<file path="src/rtl/core/rvc_pkg.sv">
// rvc_pkg: shared types and constants of the running-shift vigenere cipher unit
`default_nettype none
package rvc_pkg;

  localparam int unsigned ALPHA_LEN   = 26;
  localparam int unsigned LETTER_W    = 5;
  localparam int unsigned KEY_HALF_W  = 60;
  localparam int unsigned CFG_DATA_W  = 60;
  localparam int unsigned CFG_IDX_W   = 2;
  localparam int unsigned CHAR_W      = 8;

  localparam logic [CHAR_W-1:0] CHAR_UPPER_A = 8'h41;
  localparam logic [CHAR_W-1:0] CHAR_UPPER_Z = 8'h5A;
  localparam logic [CHAR_W-1:0] CHAR_LOWER_A = 8'h61;
  localparam logic [CHAR_W-1:0] CHAR_LOWER_Z = 8'h7A;

  typedef enum logic [CFG_IDX_W-1:0] {
    REG_CIPHER_MODE = 2'd0,
    REG_KEY_LENGTH  = 2'd1,
    REG_KEY_LOW     = 2'd2,
    REG_KEY_HIGH    = 2'd3
  } cfg_reg_e;

  typedef enum logic {
    MODE_ENCRYPT = 1'b0,
    MODE_DECRYPT = 1'b1
  } cipher_mode_e;

  typedef struct packed {
    cipher_mode_e              mode;
    logic [LETTER_W-1:0]       key_length;
    logic [KEY_HALF_W-1:0]     key_low;
    logic [KEY_HALF_W-1:0]     key_high;
  } cfg_t;

  typedef struct packed {
    logic [LETTER_W-1:0] position_mod;
    logic [LETTER_W-1:0] key_index;
    logic [LETTER_W-1:0] running_shift;
  } ks_state_t;

endpackage
`default_nettype wire

</file>
<file path="src/rtl/core/rvc_if.sv">
// rvc_if: valid/ready stream interfaces for input and result beats
`default_nettype none
interface rvc_in_if;
  logic       valid;
  logic       ready;
  logic [7:0] char_in;
  logic       start_of_message;

  modport source (output valid, output char_in, output start_of_message, input ready);
  modport sink   (input valid, input char_in, input start_of_message, output ready);
endinterface

interface rvc_out_if;
  logic       valid;
  logic       ready;
  logic [7:0] char_out;

  modport source (output valid, output char_out, input ready);
  modport sink   (input valid, input char_out, output ready);
endinterface
`default_nettype wire

</file>
<file path="src/rtl/core/rvc_cfg_regs.sv">
// rvc_cfg_regs: configuration register bank written through the plain write port
`default_nettype none
module rvc_cfg_regs (
  input  wire logic                              clk_i,
  input  wire logic                              rst_ni,
  input  wire logic                              cfg_we_i,
  input  wire logic [rvc_pkg::CFG_IDX_W-1:0]     cfg_idx_i,
  input  wire logic [rvc_pkg::CFG_DATA_W-1:0]    cfg_data_i,
  output rvc_pkg::cfg_t                          cfg_o
);

  rvc_pkg::cfg_t cfg_q, cfg_d;

  always_comb begin
    cfg_d = cfg_q;
    if (cfg_we_i) begin
      unique case (rvc_pkg::cfg_reg_e'(cfg_idx_i))
        rvc_pkg::REG_CIPHER_MODE: cfg_d.mode       = rvc_pkg::cipher_mode_e'(cfg_data_i[0]);
        rvc_pkg::REG_KEY_LENGTH:  cfg_d.key_length = cfg_data_i[rvc_pkg::LETTER_W-1:0];
        rvc_pkg::REG_KEY_LOW:     cfg_d.key_low    = cfg_data_i[rvc_pkg::KEY_HALF_W-1:0];
        rvc_pkg::REG_KEY_HIGH:    cfg_d.key_high   = cfg_data_i[rvc_pkg::KEY_HALF_W-1:0];
        default: ;
      endcase
    end
  end

  always_ff @(posedge clk_i or negedge rst_ni) begin
    if (!rst_ni) begin
      cfg_q.mode       <= rvc_pkg::MODE_ENCRYPT;
      cfg_q.key_length <= rvc_pkg::LETTER_W'(1);
      cfg_q.key_low    <= '0;
      cfg_q.key_high   <= '0;
    end else begin
      cfg_q <= cfg_d;
    end
  end

  assign cfg_o = cfg_q;

endmodule
`default_nettype wire

</file>
<file path="src/rtl/core/rvc_xform.sv">
// rvc_xform: one-byte cipher transform and next keystream state
`default_nettype none
module rvc_xform #(
  parameter int unsigned MAX_KEY_LEN = 24
) (
  input  wire logic [rvc_pkg::CHAR_W-1:0] char_i,
  input  wire logic                       start_i,
  input  wire rvc_pkg::cfg_t              cfg_i,
  input  wire rvc_pkg::ks_state_t         state_i,
  output logic [rvc_pkg::CHAR_W-1:0]      char_o,
  output rvc_pkg::ks_state_t              state_o
);

  localparam int unsigned LW = rvc_pkg::LETTER_W;
  localparam logic [LW-1:0] KeyLenMax = LW'(MAX_KEY_LEN);
  localparam logic [6:0] Mod1 = 7'(rvc_pkg::ALPHA_LEN);
  localparam logic [6:0] Mod2 = 7'(2 * rvc_pkg::ALPHA_LEN);
  localparam logic [6:0] Mod3 = 7'(3 * rvc_pkg::ALPHA_LEN);

  // reduce a value below four alphabets back into 0..25
  function automatic logic [LW-1:0] mod26(input logic [6:0] x);
    logic [6:0] r;
    if (x >= Mod3)      r = x - Mod3;
    else if (x >= Mod2) r = x - Mod2;
    else if (x >= Mod1) r = x - Mod1;
    else                r = x;
    return r[LW-1:0];
  endfunction

  rvc_pkg::ks_state_t         cur;
  logic [LW-1:0]              len, idx, key_letter, shift, v, r, cipher_val;
  logic [2*rvc_pkg::KEY_HALF_W-1:0] key_all;
  logic                       upper, lower;
  logic [rvc_pkg::CHAR_W-1:0] base;

  always_comb begin
    cur = start_i ? '0 : state_i;

    if (cfg_i.key_length == '0)            len = LW'(1);
    else if (cfg_i.key_length > KeyLenMax) len = KeyLenMax;
    else                                   len = cfg_i.key_length;

    idx = (cur.key_index < len) ? cur.key_index : '0;

    key_all    = {cfg_i.key_high, cfg_i.key_low};
    key_letter = key_all[idx*LW +: LW];

    upper = (char_i >= rvc_pkg::CHAR_UPPER_A) && (char_i <= rvc_pkg::CHAR_UPPER_Z);
    lower = (char_i >= rvc_pkg::CHAR_LOWER_A) && (char_i <= rvc_pkg::CHAR_LOWER_Z);
    base  = upper ? rvc_pkg::CHAR_UPPER_A : rvc_pkg::CHAR_LOWER_A;
    v     = LW'(char_i - base);

    shift = mod26(7'(key_letter) + 7'(cur.running_shift) + 7'(cur.position_mod));

    if (cfg_i.mode == rvc_pkg::MODE_ENCRYPT) begin
      r          = mod26(7'(v) + 7'(shift));
      cipher_val = r;
    end else begin
      r          = mod26(7'(v) + Mod1 - 7'(shift));
      cipher_val = v;
    end

    state_o = cur;
    char_o  = char_i;
    if (upper || lower) begin
      char_o                = base + rvc_pkg::CHAR_W'(r);
      state_o.running_shift = mod26(7'(cur.running_shift) + 7'(cipher_val));
    end

    state_o.position_mod = (7'(cur.position_mod) + 7'd1 >= Mod1) ? '0
                                                                 : cur.position_mod + LW'(1);
    state_o.key_index    = (idx + LW'(1) >= len) ? '0 : idx + LW'(1);
  end

endmodule
`default_nettype wire

</file>
<file path="src/rtl/core/running_shift_vigenere_cipher_unit.sv">
// running_shift_vigenere_cipher_unit: top level of the running-shift vigenere byte cipher
//
//   channel   dir  handshake     payload
//   in_i      in   valid/ready   char_in[7:0], start_of_message
//   out_o     out  valid/ready   char_out[7:0]
//   cfg_*     in   cfg_we_i      cfg_idx_i[1:0], cfg_data_i[59:0]
//
// one byte per cycle sustained while out_o is ready; a beat is held in the input register
// and then in the result register before it leaves
// keystream state (position, key index, running shift) updates as a byte moves
// from the input register into the result register
// a stalled result holds the pipe; the input register still fills behind it
// reset clears valid flags and keystream state and returns configuration to its defaults
`default_nettype none
module running_shift_vigenere_cipher_unit #(
  parameter int unsigned MAX_KEY_LEN = 24
) (
  input  wire logic                           clk_i,
  input  wire logic                           rst_ni,
  rvc_in_if.sink                              in_i,
  rvc_out_if.source                           out_o,
  input  wire logic                           cfg_we_i,
  input  wire logic [rvc_pkg::CFG_IDX_W-1:0]  cfg_idx_i,
  input  wire logic [rvc_pkg::CFG_DATA_W-1:0] cfg_data_i
);

  rvc_pkg::cfg_t      cfg;
  rvc_pkg::ks_state_t ks_q, ks_d;

  logic                       s1_valid_q, s1_start_q;
  logic [rvc_pkg::CHAR_W-1:0] s1_char_q;
  logic                       out_valid_q;
  logic [rvc_pkg::CHAR_W-1:0] out_char_q, out_char_d;
  logic                       out_free, s1_adv, in_acc;

  rvc_cfg_regs u_cfg (
    .clk_i      (clk_i),
    .rst_ni     (rst_ni),
    .cfg_we_i   (cfg_we_i),
    .cfg_idx_i  (cfg_idx_i),
    .cfg_data_i (cfg_data_i),
    .cfg_o      (cfg)
  );

  rvc_xform #(.MAX_KEY_LEN(MAX_KEY_LEN)) u_xform (
    .char_i  (s1_char_q),
    .start_i (s1_start_q),
    .cfg_i   (cfg),
    .state_i (ks_q),
    .char_o  (out_char_d),
    .state_o (ks_d)
  );

  assign out_free    = !out_valid_q || out_o.ready;
  assign s1_adv      = s1_valid_q && out_free;
  assign in_i.ready  = !s1_valid_q || out_free;
  assign in_acc      = in_i.valid && in_i.ready;
  assign out_o.valid = out_valid_q;
  assign out_o.char_out = out_char_q;

  always_ff @(posedge clk_i or negedge rst_ni) begin
    if (!rst_ni) begin
      s1_valid_q  <= 1'b0;
      out_valid_q <= 1'b0;
      ks_q        <= '0;
    end else begin
      if (in_acc)        s1_valid_q <= 1'b1;
      else if (s1_adv)   s1_valid_q <= 1'b0;
      if (s1_adv)        out_valid_q <= 1'b1;
      else if (out_o.ready) out_valid_q <= 1'b0;
      if (s1_adv)        ks_q <= ks_d;
    end
  end

  always_ff @(posedge clk_i) begin
    if (in_acc) begin
      s1_char_q  <= in_i.char_in;
      s1_start_q <= in_i.start_of_message;
    end
    if (s1_adv) begin
      out_char_q <= out_char_d;
    end
  end

  a_in_to_s1: assert property (@(posedge clk_i) disable iff (!rst_ni)
    in_acc |=> s1_valid_q)
    else $error("accepted beat did not reach the input register");

  a_s1_to_out: assert property (@(posedge clk_i) disable iff (!rst_ni)
    s1_adv |=> out_valid_q && out_char_q == $past(out_char_d))
    else $error("advanced beat did not land in the result register");

  a_s1_hold: assert property (@(posedge clk_i) disable iff (!rst_ni)
    (s1_valid_q && !out_free) |=> s1_valid_q && $stable(s1_char_q) && $stable(s1_start_q))
    else $error("input register lost a stalled beat");

  a_state_range: assert property (@(posedge clk_i) disable iff (!rst_ni)
    s1_adv |=> ks_q.running_shift < 5'd26 && ks_q.position_mod < 5'd26)
    else $error("keystream state left the alphabet range");

  a_state_hold: assert property (@(posedge clk_i) disable iff (!rst_ni)
    !s1_adv |=> $stable(ks_q))
    else $error("keystream state moved without a beat");

endmodule
`default_nettype wire
</file>
<file path="src/flat_wrapper.sv">
// flat-port wrapper written by rule: the top's interface ports become plain ports
module running_shift_vigenere_cipher_unit_flat 
#(
  parameter int unsigned MAX_KEY_LEN = 24
)
  (clk_i, rst_ni, cfg_we_i, cfg_idx_i, cfg_data_i, in_i_valid, in_i_char_in, in_i_start_of_message, in_i_ready, out_o_valid, out_o_char_out, out_o_ready);
  rvc_in_if in_i_i ();
  rvc_out_if out_o_i ();
  input  wire logic clk_i;
  input  wire logic rst_ni;
  input  wire logic cfg_we_i;
  input  wire logic [rvc_pkg::CFG_IDX_W-1:0] cfg_idx_i;
  input  wire logic [rvc_pkg::CFG_DATA_W-1:0] cfg_data_i;
  input wire logic [$bits(in_i_i.valid)-1:0] in_i_valid;
  input wire logic [$bits(in_i_i.char_in)-1:0] in_i_char_in;
  input wire logic [$bits(in_i_i.start_of_message)-1:0] in_i_start_of_message;
  output wire logic [$bits(in_i_i.ready)-1:0] in_i_ready;
  output wire logic [$bits(out_o_i.valid)-1:0] out_o_valid;
  output wire logic [$bits(out_o_i.char_out)-1:0] out_o_char_out;
  input wire logic [$bits(out_o_i.ready)-1:0] out_o_ready;
  assign in_i_i.valid = in_i_valid;
  assign in_i_i.char_in = in_i_char_in;
  assign in_i_i.start_of_message = in_i_start_of_message;
  assign in_i_ready = in_i_i.ready;
  assign out_o_valid = out_o_i.valid;
  assign out_o_char_out = out_o_i.char_out;
  assign out_o_i.ready = out_o_ready;
  running_shift_vigenere_cipher_unit #(.MAX_KEY_LEN(MAX_KEY_LEN)) u_core (.clk_i(clk_i), .rst_ni(rst_ni), .in_i(in_i_i), .out_o(out_o_i), .cfg_we_i(cfg_we_i), .cfg_idx_i(cfg_idx_i), .cfg_data_i(cfg_data_i));
endmodule
</file>
<file path="config.mk">
export PLATFORM = sky130hd
export DESIGN_NAME = running_shift_vigenere_cipher_unit_flat
export DESIGN_NICKNAME = d
export VERILOG_FILES = /design/src/rtl/core/rvc_pkg.sv /design/src/rtl/core/rvc_if.sv /design/src/rtl/core/rvc_cfg_regs.sv /design/src/rtl/core/rvc_xform.sv /design/src/rtl/core/running_shift_vigenere_cipher_unit.sv /design/src/flat_wrapper.sv
export SDC_FILE = /design/constraint.sdc
export NUM_CORES = 1
export LEC_CHECK = 0
export BUFFER_PORTS_ARGS = -buffer_cell sky130_fd_sc_hd__buf_2
export CORE_MARGIN = 10
export CORE_UTILIZATION = 55
export DETAILED_ROUTE_END_ITERATION = 8
export PLACE_DENSITY = 0.85
export SYNTH_ARGS = -nofsm -noshare
export SYNTH_HDL_FRONTEND = slang
export SYNTH_HIERARCHICAL = 1
export SYNTH_SLANG_ARGS = --single-unit
export TNS_END_PERCENT = 50
</file>
<file path="constraint.sdc">
create_clock -name clk_i -period 12.45 [get_ports clk_i]
set_input_delay 0.6225 -clock clk_i [delete_from_list [all_inputs] [get_ports clk_i]]
set_output_delay 0.6225 -clock clk_i [all_outputs]
set_load 0.02 [all_outputs]
</file>
==> impl_metrics.py, run 1 <==
metrics = {
    "status": {
        "outcome": "finished clean",
    },
    "yosys": {
        "synthesis.area_um2": 10200,
        "avgSynthCellArea_um2": 11.3,
        "synth_edf_count": 17,
        "synth_area_leaders": "dfrtp_1 (35%), mux2_2 (14%), ha_1 (8.0%)",
        "synth_top_area_cell": "dfrtp_1",
        "synth.distinct_cells": 89,
        "synth.ff_latch_count": 160,
        "synth-seq-area-share": 0.400,
        "dominant_combinational_cell_family_by_area_after_synthesis": "multiplexers",
        "synth-xor-area-share": 0.0213,
        "ys_warn_count": 6,
        "synth_top_area_share": 0.347,
        "async_reset_ff_frac": 0.894,
        "postSynthCellCount": 906,
        "synth-compound-area-share": 0.128,
        "synthFlopType": "dfrtp_1",
        "synth-simple-area-share": 0.119,
        "yosys.area_share.adder": 0.0971,
        "muxShareOfSynthArea": 0.188,
        "syn_nets": 1056,
    },
    "critical_path": {
        "setup.worst_path.class": "register to register",
        "critical_path_depth": 49,
        "cp.required_ns": 12.76,
        "rrSetupSlack_ns": 0.90,
        "r2r-end": "u_core/ks_q[3]$_DFFE_PN0P_",
        "timing.critical_path.to_type": "register",
        "cpMostUsedCell": "ha_1",
        "crit_path_capture": "u_core/ks_q[3]$_DFFE_PN0P_",
        "critical_path.startpoint": "u_core/s1_start_q$_DFFE_PP_",
        "timing.critical_path.slowest_stage_cell": "mux4_2",
        "critical_path.startpoint_type": "register",
        "worstRegToRegCells": 49,
        "arrival_time_at_the_worst_endpoint_ns": 11.86,
        "critical_path.top_delay_family": "compound AO/OA/AOI/OAI gates",
        "worst_path_largest_cell_delay_ns": 0.56,
        "worstPathMaxFanout": 17,
        "timing.rr.start": "u_core/s1_start_q$_DFFE_PP_",
        "critPathBufInv": 7,
    },
    "clock_tree": {
        "ctsLongestPathBuffers": 2,
        "worst_skew_pair.late_latency_ns": 0.43,
        "cts_num_sinks": 160,
        "clk_pin_slew_ns": 0.07,
        "cts_tree": "built",
        "cts_max_level": 4,
        "cts_setup_buffers": 0,
        "cts_buffers": 17,
        "cts.root.buffer_cell": "clkbuf_16",
    },
    "floorplan": {
        "core_area_um2": 18100,
        "design.portCount": 86,
        "start_util": 0.564,
        "dieWidth_um": 156,
        "dieArea_um2": 24500,
        "std_cell_rows": 49,
        "die_h_um": 156,
    },
    "routing": {
        "drt-total-wl_um": 24700,
        "firstDrtPassIters": 7,
        "detail_route.drc_violations": 0,
        "drt-wirelength-per-cell_um": 20.2,
        "detailroute.via_count": 7625,
        "ant_nets": 0,
        "avgViaCountPerCell": 6.23,
        "drt-initial-drc-count": 865,
    },
    "finish": {
        "post_route_cells_drive_above_1_share": 0.316,
        "final_core_util": 0.624,
        "antennaDiodeCount": 0,
        "multi_input_area_um2": 5700,
        "finalNetCount": 1131,
        "area.sequential_um2": 4090,
        "areaGrowthSynthToFinish_pct": 10.7,
        "fillers": 1337,
    },
    "timing": {
        "rsz0062_at_grt": "false",
        "worstMarginPinSlew_ns": 0.956,
        "final_min_period_over_clock_period": 0.928,
        "finalClockSkew_ns": 0.0143,
        "slew_viol_final": 0,
        "timing_hold_violations_final": 0,
        "timing.final.crit_period_ns": 11.55,
        "setup_viol": 0,
        "slew_headroom": 0.363,
        "setup_total_negative_slack_ns": 0,
        "timing.fmax_ghz": 0.0865,
    },
    "placement": {
        "io_buffer_count": 85,
        "gp_routability_congestion": 0.886,
        "place_hpwl_um": 18000,
    },
    "grt": {
        "grt_util_all_layers": 0.201,
        "gr-total-overflow": 0,
        "first_global_vias": 7628,
        "largest_net_degree_at_the_start_of_global_routing": 77,
        "grt_first_pass_wirelength_um": 39500,
        "number_of_antenna_violations_at_the_first_check_in_global_routing": 0,
    },
    "flow_run": {
        "drv_cap": 0,
    },
    "min_path": {
        "hold_class": "input port to async pin",
    },
}
==> registers in the layout, indices dropped and copies added, names as in the netlist <==
name                   flops
u_core/u_cfg/cfg_o       126
u_core/ks_q               15
u_core/out_o.char_out      8
u_core/s1_char_q           8
u_core/out_o.valid         1
u_core/s1_start_q          1
u_core/s1_valid_q          1
==> metrics by stage <==
| stage | hold WS, ns | area (um2) | cells | setup WS (ns) |
|---|---|---|---|---|
| detailed placement | 0.489 | 10700 | 1191 | 0.363 |
| floorplan | 0.327 | 10200 | 906 | 1.53 |
| CTS | 0.189 | 11300 | 1223 | 0.343 |
| global route | 0.210 | 11300 | 1223 | 0.0296 |
| finish | 0.162 | 11300 | 1223 | 0.896 |
| global placement | 0.483 | 10700 | 1191 | 1.01 |
==> how the worst min path moves through the flow <==
stage                                              end  slack, ns  cells after the start
floorplan                   u_core/ks_q[0]$_DFFE_PN0P_       0.33                      0
global placement     u_core/u_cfg/cfg_o[9]$_DFFE_PN0P_       0.48                      1
detailed placement          u_core/ks_q[5]$_DFFE_PN0P_       0.49                      1
CTS                 u_core/u_cfg/cfg_o[87]$_DFFE_PN0P_       0.19                      1
global route        u_core/u_cfg/cfg_o[87]$_DFFE_PN0P_       0.21                      1
finish              u_core/u_cfg/cfg_o[82]$_DFFE_PN0P_       0.16                      1
==> routing by layer <==
layer	vias up	GRT usage	share of wire
li1	3457	-	-
met1	3733	0.259	0.42
met2	371	0.331	0.49
met3	64	0.0439	0.068
met4	0	0.0611	0.025
met5	-	0	0
==> timing repair <==
| item | in CTS | in global routing |
|---|---|---|
| gates resized for setup | 0 | 8 |
| hold buffers | 0 | 0 |
| setup endpoints to repair | 0 | 4 |
==> Yosys cell counts, drive strengths merged (6+ instances only) <==
library cell	n
a211oi	9
buf	10
nand3	24
fa	9
edfxtp	17
a221oi	14
ha	65
and2	7
xor2	9
a21o	10
xnor2	15
nor2	30
mux2	142
nand2b	24
a31oi	14
o221ai	10
nand2	74
nor3	16
nor4	6
a21oi	35
dfrtp	142
clkbuf	27
a211o	6
mux4	10
nor2b	20
inv	54
o21ai	33
==> kinds of logic (layout without fill, tap and decap cells) <==
logic type	count (synthesis)	in the layout
and+or+nand+nor	227	227
AOI/OAI and AO/OA	175	175
DFF	160	160
muxes	155	155
buffers and inverters	91	179
adders and majority gates	74	74
xor gates and xnor gates	24	24
==> placed cells by master (no fill, tap or decap), types with 14 or more instances in the layout <==
| cell type | n |
|---|---|
| ha_1 | 65 |
| clkbuf_16 | 17 |
| nand2_1 | 73 |
| mux2_2 | 123 |
| nand3_1 | 22 |
| nand2b_1 | 22 |
| nor2b_1 | 20 |
| mux2_4 | 19 |
| inv_1 | 52 |
| dfrtp_1 | 142 |
| edfxtp_1 | 17 |
| a31oi_1 | 14 |
| buf_2 | 84 |
| o21ai_0 | 30 |
| a21oi_1 | 33 |
| nor3_1 | 16 |
| nor2_1 | 30 |
| a221oi_1 | 14 |
==> layout make-up <==
cell class	count	area share
timing repair buffer	93	0.0434
clock buffer	18	0.0379
tap	229	0.0253
clock inverter	14	0.0112
sequential	160	0.361
multi-input combinational	655	0.503
inverter	54	0.0179
Power of run 1 is left out: the tool's default activity adds up to more than one toggle a clock period on the data nets, which glitch-free logic cannot reach.
==> inputs of run 2 (changes only) <==
clock period = 12.31 ns   (was 12.45 ns; I/O delays follow)
==> run 2 against run 1 <==
Net effect: non-clock buffer count is 3 higher; global-route usage increased by 0.94 points; sequential share of layout area is 0.22 points lower; fmax rose by 1.1%; final area up 0.62%; wire length increased by 2.3%; core utilization is 0.39 points higher; via count increased by 1.1%.
==> impl_metrics.py, run 2 (synthesized netlist as in run 1, its figures left out) <==
metrics = {
    "routing": {
        "avgViaCountPerCell": 6.29,
        "ant_nets": 0,
        "drt-total-wl_um": 25200,
        "drt-initial-drc-count": 817,
        "detailroute.via_count": 7706,
        "firstDrtPassIters": 5,
        "drt-wirelength-per-cell_um": 20.6,
        "detail_route.drc_violations": 0,
    },
    "clock_tree": {
        "cts.root.buffer_cell": "clkbuf_16",
        "cts_num_sinks": 160,
        "postCtsHoldBufs": 0,
        "ctsLongestPathBuffers": 2,
        "cts_max_level": 4,
        "worst_skew_pair.late_latency_ns": 0.43,
        "cts_tree": "built",
        "cts_buffers": 17,
        "clk_pin_slew_ns": 0.07,
    },
    "floorplan": {
        "dieArea_um2": 24500,
        "core_area_um2": 18100,
        "start_util": 0.564,
        "std_cell_rows": 49,
        "dieWidth_um": 156,
        "die_h_um": 156,
        "design.portCount": 86,
    },
    "grt": {
        "grt_util_all_layers": 0.210,
        "gr-total-overflow": 0,
        "grt_first_pass_wirelength_um": 41200,
        "number_of_antenna_violations_at_the_first_check_in_global_routing": 0,
        "first_global_vias": 7899,
        "largest_net_degree_at_the_start_of_global_routing": 83,
    },
    "critical_path": {
        "setup.worst_path.class": "register to register",
        "worst_path_largest_cell_delay_ns": 0.62,
        "critPathBufInv": 8,
        "worstPathMaxFanout": 22,
        "critical_path.startpoint_type": "register",
        "timing.critical_path.slowest_stage_cell": "fa_1",
        "critical_path.top_delay_family": "compound AO/OA/AOI/OAI gates",
        "timing.critical_path.to_type": "register",
        "critical_path.startpoint": "u_core/ks_q[7]$_DFFE_PN0P_",
        "arrival_time_at_the_worst_endpoint_ns": 11.74,
        "timing.rr.start": "u_core/ks_q[7]$_DFFE_PN0P_",
        "cp.required_ns": 12.62,
        "cpMostUsedCell": "ha_1",
    },
    "placement": {
        "gp_routability_congestion": 0.937,
        "place_hpwl_um": 18000,
        "io_buffer_count": 85,
        "dpl_cell_area_um2": 10700,
    },
    "timing": {
        "slew_viol_final": 0,
        "timing.final.crit_period_ns": 11.42,
        "rsz0062_at_grt": "false",
        "worstMarginPinSlew_ns": 1.01,
        "setup_viol": 0,
        "finalClockSkew_ns": 0.00649,
        "setup_total_negative_slack_ns": 0,
        "timing_hold_violations_final": 0,
        "slew_headroom": 0.328,
        "timing.fmax_ghz": 0.0875,
        "final_min_period_over_clock_period": 0.928,
    },
    "finish": {
        "largest_register_ff_count": 126,
        "areaGrowthSynthToFinish_pct": 11.4,
        "antennaDiodeCount": 0,
        "final_common_cell": "dfrtp_1",
        "post_route_cells_drive_above_1_share": 0.316,
        "fillers": 1367,
        "finalNetCount": 1134,
        "stdcell_area_um2": 11400,
        "layout_common_cells": "dfrtp_1 (142), mux2_2 (123), buf_2 (84)",
    },
    "flow_run": {
        "drv_cap": 0,
    },
    "status": {
        "outcome": "finished clean",
    },
    "min_path": {
        "hold_class": "input port to async pin",
    },
}
==> run 2: final timing paths <==
path,endpoint,cells past startpoint,slack [ns]
worst max-delay path,u_core/ks_q[2]$_DFFE_PN0P_,50,0.89
worst min-delay path,u_core/u_cfg/cfg_o[102]$_DFFE_PN0P_,1,0.15
worst max register to register,u_core/ks_q[2]$_DFFE_PN0P_,50,0.89
worst min register to register,u_core/ks_q[3]$_DFFE_PN0P_,1,0.50
max in group asynchronous,u_core/u_cfg/cfg_o[17]$_DFFE_PN0P_,2,10.74
min in group clk_i,u_core/s1_char_q[5]$_DFFE_PP_,1,0.36
==> run 2: cell type report <==
type	instances	area [um2]	share of cell area
Inverter	54	206	0.0181
Multi-Input combinational cell	655	5680	0.498
Tap cell	229	287	0.0251
Timing Repair Buffer	96	514	0.0451
Clock inverter	14	198	0.0173
Clock buffer	17	425	0.0373
Sequential cell	160	4090	0.359
==> run 2: per-layer routing <==
metal,vias up,GRT usage,part of all wire
li1,3463,-,-
met1,3791,0.271,0.41
met2,380,0.342,0.48
met3,72,0.0430,0.077
met4,0,0.0813,0.029
met5,-,0,0
==> run 2: worst register-to-register path, delay by kind of cell (launching register included) <==
| kind | cells | cell delay [ns] |
|---|---|---|
| AOI/OAI and AO/OA | 22 | 4.00 |
| buffers and inverters | 8 | 1.37 |
| and+or+nand+nor | 8 | 1.32 |
| muxes | 2 | 0.66 |
| DFF | 1 | 0.44 |
| xor gates and xnor gates | 1 | 0.39 |
| adders and majority gates | 9 | 3.13 |
==> run 2: per-stage QoR <==
step | std cells | worst slack, ns | hold slack, ns | utilization
after detailed placement | 1193 | 0.768 | 0.489 | 0.592
after CTS | 1224 | 0.700 | 0.166 | 0.626
after global routing | 1225 | 0.0901 | 0.186 | 0.628
final | 1225 | 0.885 | 0.153 | 0.628
after floorplan | 906 | 1.39 | 0.320 | -
after global placement | 1193 | 1.28 | 0.482 | 0.592
==> run 2: timing repair <==
action                                 CTS  global route
buffers inserted                         0             1
setup endpoints to repair                0             4
endpoints found under the hold margin    0             0
gates resized for setup                  0             5
Power of run 2 is left out for the same reason.
==> inputs of run 3 (changes only) <==
CTS_BUF_LIST = sky130_fd_sc_hd__clkbuf_4 sky130_fd_sc_hd__clkbuf_8   (was unset)
==> run 3 against run 2 <==
Net effect: first-iteration DRC count stayed put; setup slack gained 0.060 ns; clock skew is 0.0045 ns higher; highest routed layer unchanged.
==> impl_metrics.py, run 3 (synthesized netlist as in run 1, its figures left out) <==
metrics = {
    "critical_path": {
        "critical_path_depth": 50,
        "critical_path.startpoint_type": "register",
        "arrival_time_at_the_worst_endpoint_ns": 11.72,
        "cpMostUsedCell": "ha_1",
        "worstRegToRegCells": 50,
        "timing.rr.start": "u_core/ks_q[7]$_DFFE_PN0P_",
        "critical_path.startpoint": "u_core/ks_q[7]$_DFFE_PN0P_",
        "timing.critical_path.to_type": "register",
        "timing.critical_path.slowest_stage_cell": "fa_1",
        "setup.worst_path.class": "register to register",
        "worstPathMaxFanout": 22,
        "rrSetupSlack_ns": 0.95,
        "cp.required_ns": 12.67,
        "critPathBufInv": 8,
        "critical_path.top_delay_family": "compound AO/OA/AOI/OAI gates",
        "crit_path_capture": "u_core/ks_q[2]$_DFFE_PN0P_",
        "worst_path_largest_cell_delay_ns": 0.63,
        "r2r-end": "u_core/ks_q[2]$_DFFE_PN0P_",
    },
    "timing": {
        "rsz0062_at_grt": "false",
        "worstMarginPinSlew_ns": 1.01,
        "final_min_period_over_clock_period": 0.923,
        "setup_viol": 0,
        "slew_headroom": 0.326,
        "timing_hold_violations_final": 0,
        "timing.fmax_ghz": 0.0880,
        "setup_total_negative_slack_ns": 0,
        "finalClockSkew_ns": 0.0110,
        "slew_viol_final": 0,
        "timing.final.crit_period_ns": 11.36,
    },
    "grt": {
        "number_of_antenna_violations_at_the_first_check_in_global_routing": 0,
        "largest_net_degree_at_the_start_of_global_routing": 83,
        "first_global_vias": 7716,
        "grt_util_all_layers": 0.201,
        "grt_first_pass_wirelength_um": 39700,
        "gr-total-overflow": 0,
    },
    "routing": {
        "highest_layer": "met4",
        "detailroute.via_count": 7543,
        "drt-initial-drc-count": 817,
        "firstDrtPassIters": 8,
        "drt-met1-wl_um": 10300,
        "routed-wl-met3_um": 1870,
        "drt-wirelength-per-cell_um": 19.9,
        "avgViaCountPerCell": 6.16,
        "drt-total-wl_um": 24400,
        "met2_wl_um": 11700,
        "detail_route.drc_violations": 0,
        "ant_nets": 0,
    },
    "finish": {
        "largest_register_ff_count": 126,
        "layout_common_cells": "dfrtp_1 (142), mux2_2 (123), buf_2 (84)",
        "finalNetCount": 1134,
        "antennaDiodeCount": 0,
        "post_route_cells_drive_above_1_share": 0.315,
        "areaGrowthSynthToFinish_pct": 9.53,
        "final_common_cell": "dfrtp_1",
    },
    "clock_tree": {
        "ctsLongestPathBuffers": 2,
        "worst_skew_pair.late_latency_ns": 0.46,
        "cts_buffers": 17,
        "cts.root.buffer_cell": "clkbuf_8",
        "cts_tree": "built",
        "clk_pin_slew_ns": 0.09,
        "cts_num_sinks": 160,
        "cts_max_level": 4,
    },
    "floorplan": {
        "dieWidth_um": 156,
        "core_area_um2": 18100,
        "design.portCount": 86,
        "dieArea_um2": 24500,
        "start_util": 0.564,
        "die_h_um": 156,
        "std_cell_rows": 49,
    },
    "min_path": {
        "hold_class": "input port to async pin",
    },
    "placement": {
        "gp_routability_congestion": 0.937,
        "io_buffer_count": 85,
        "place_hpwl_um": 18000,
    },
    "status": {
        "outcome": "finished clean",
    },
    "flow_run": {
        "drv_cap": 0,
    },
}
-- run 3: cell count changes in the layout (fill, tap and decap cells not counted) --
cell / change
clkbuf_16: -17
clkbuf_8: +17
nor2_1: +1
nor2_2: -1
-- run 3: layout make-up --
cell class	instances	area (um2)
clock inverter	14	198
timing repair buffer	96	514
clock buffer	17	234
sequential	160	4090
inverter	54	206
fill	1395	6950
tap	229	287
multi-input combinational	655	5670
-- run 3: worst min path at each step --
stage / from / endpoint / slack, ns
2_1_floorplan: rst_ni / u_core/ks_q[0]$_DFFE_PN0P_ / 0.32
5_1_grt: rst_ni / u_core/u_cfg/cfg_o[102]$_DFFE_PN0P_ / 0.13
6_report: rst_ni / u_core/u_cfg/cfg_o[102]$_DFFE_PN0P_ / 0.1
3_3_place_gp: u_core/ks_q[5]$_DFFE_PN0P_ / u_core/ks_q[5]$_DFFE_PN0P_ / 0.48
4_1_cts: rst_ni / u_core/u_cfg/cfg_o[102]$_DFFE_PN0P_ / 0.11
3_5_place_dp: u_core/u_cfg/cfg_o[9]$_DFFE_PN0P_ / u_core/u_cfg/cfg_o[9]$_DFFE_PN0P_ / 0.49
-- run 3: per-stage QoR --
step                hold slack [ns]  area (um2)  setup WS, ns   util  cells
CTS                           0.112       11200         0.707  0.616   1224
finish                       0.0999       11200         0.946  0.617   1225
floorplan                     0.320       10200          1.39      -    906
global route                  0.129       11200         0.118  0.617   1225
detailed placement            0.489       10700         0.768  0.592   1193
global placement              0.482       10700          1.28  0.592   1193
-- run 3: layer usage --
metal | vias to the layer above | GRT usage
met5 | - | 0
met4 | 0 | 0.0670
met3 | 48 | 0.0406
met2 | 327 | 0.326
met1 | 3716 | 0.265
li1 | 3452 | -
-- run 3: timing repair --
item	in CTS	in global routing
setup buffers	0	1
hold buffers	0	0
setup endpoints to repair	0	4
gates resized for setup	0	4
Power of run 3 is left out for the same reason.
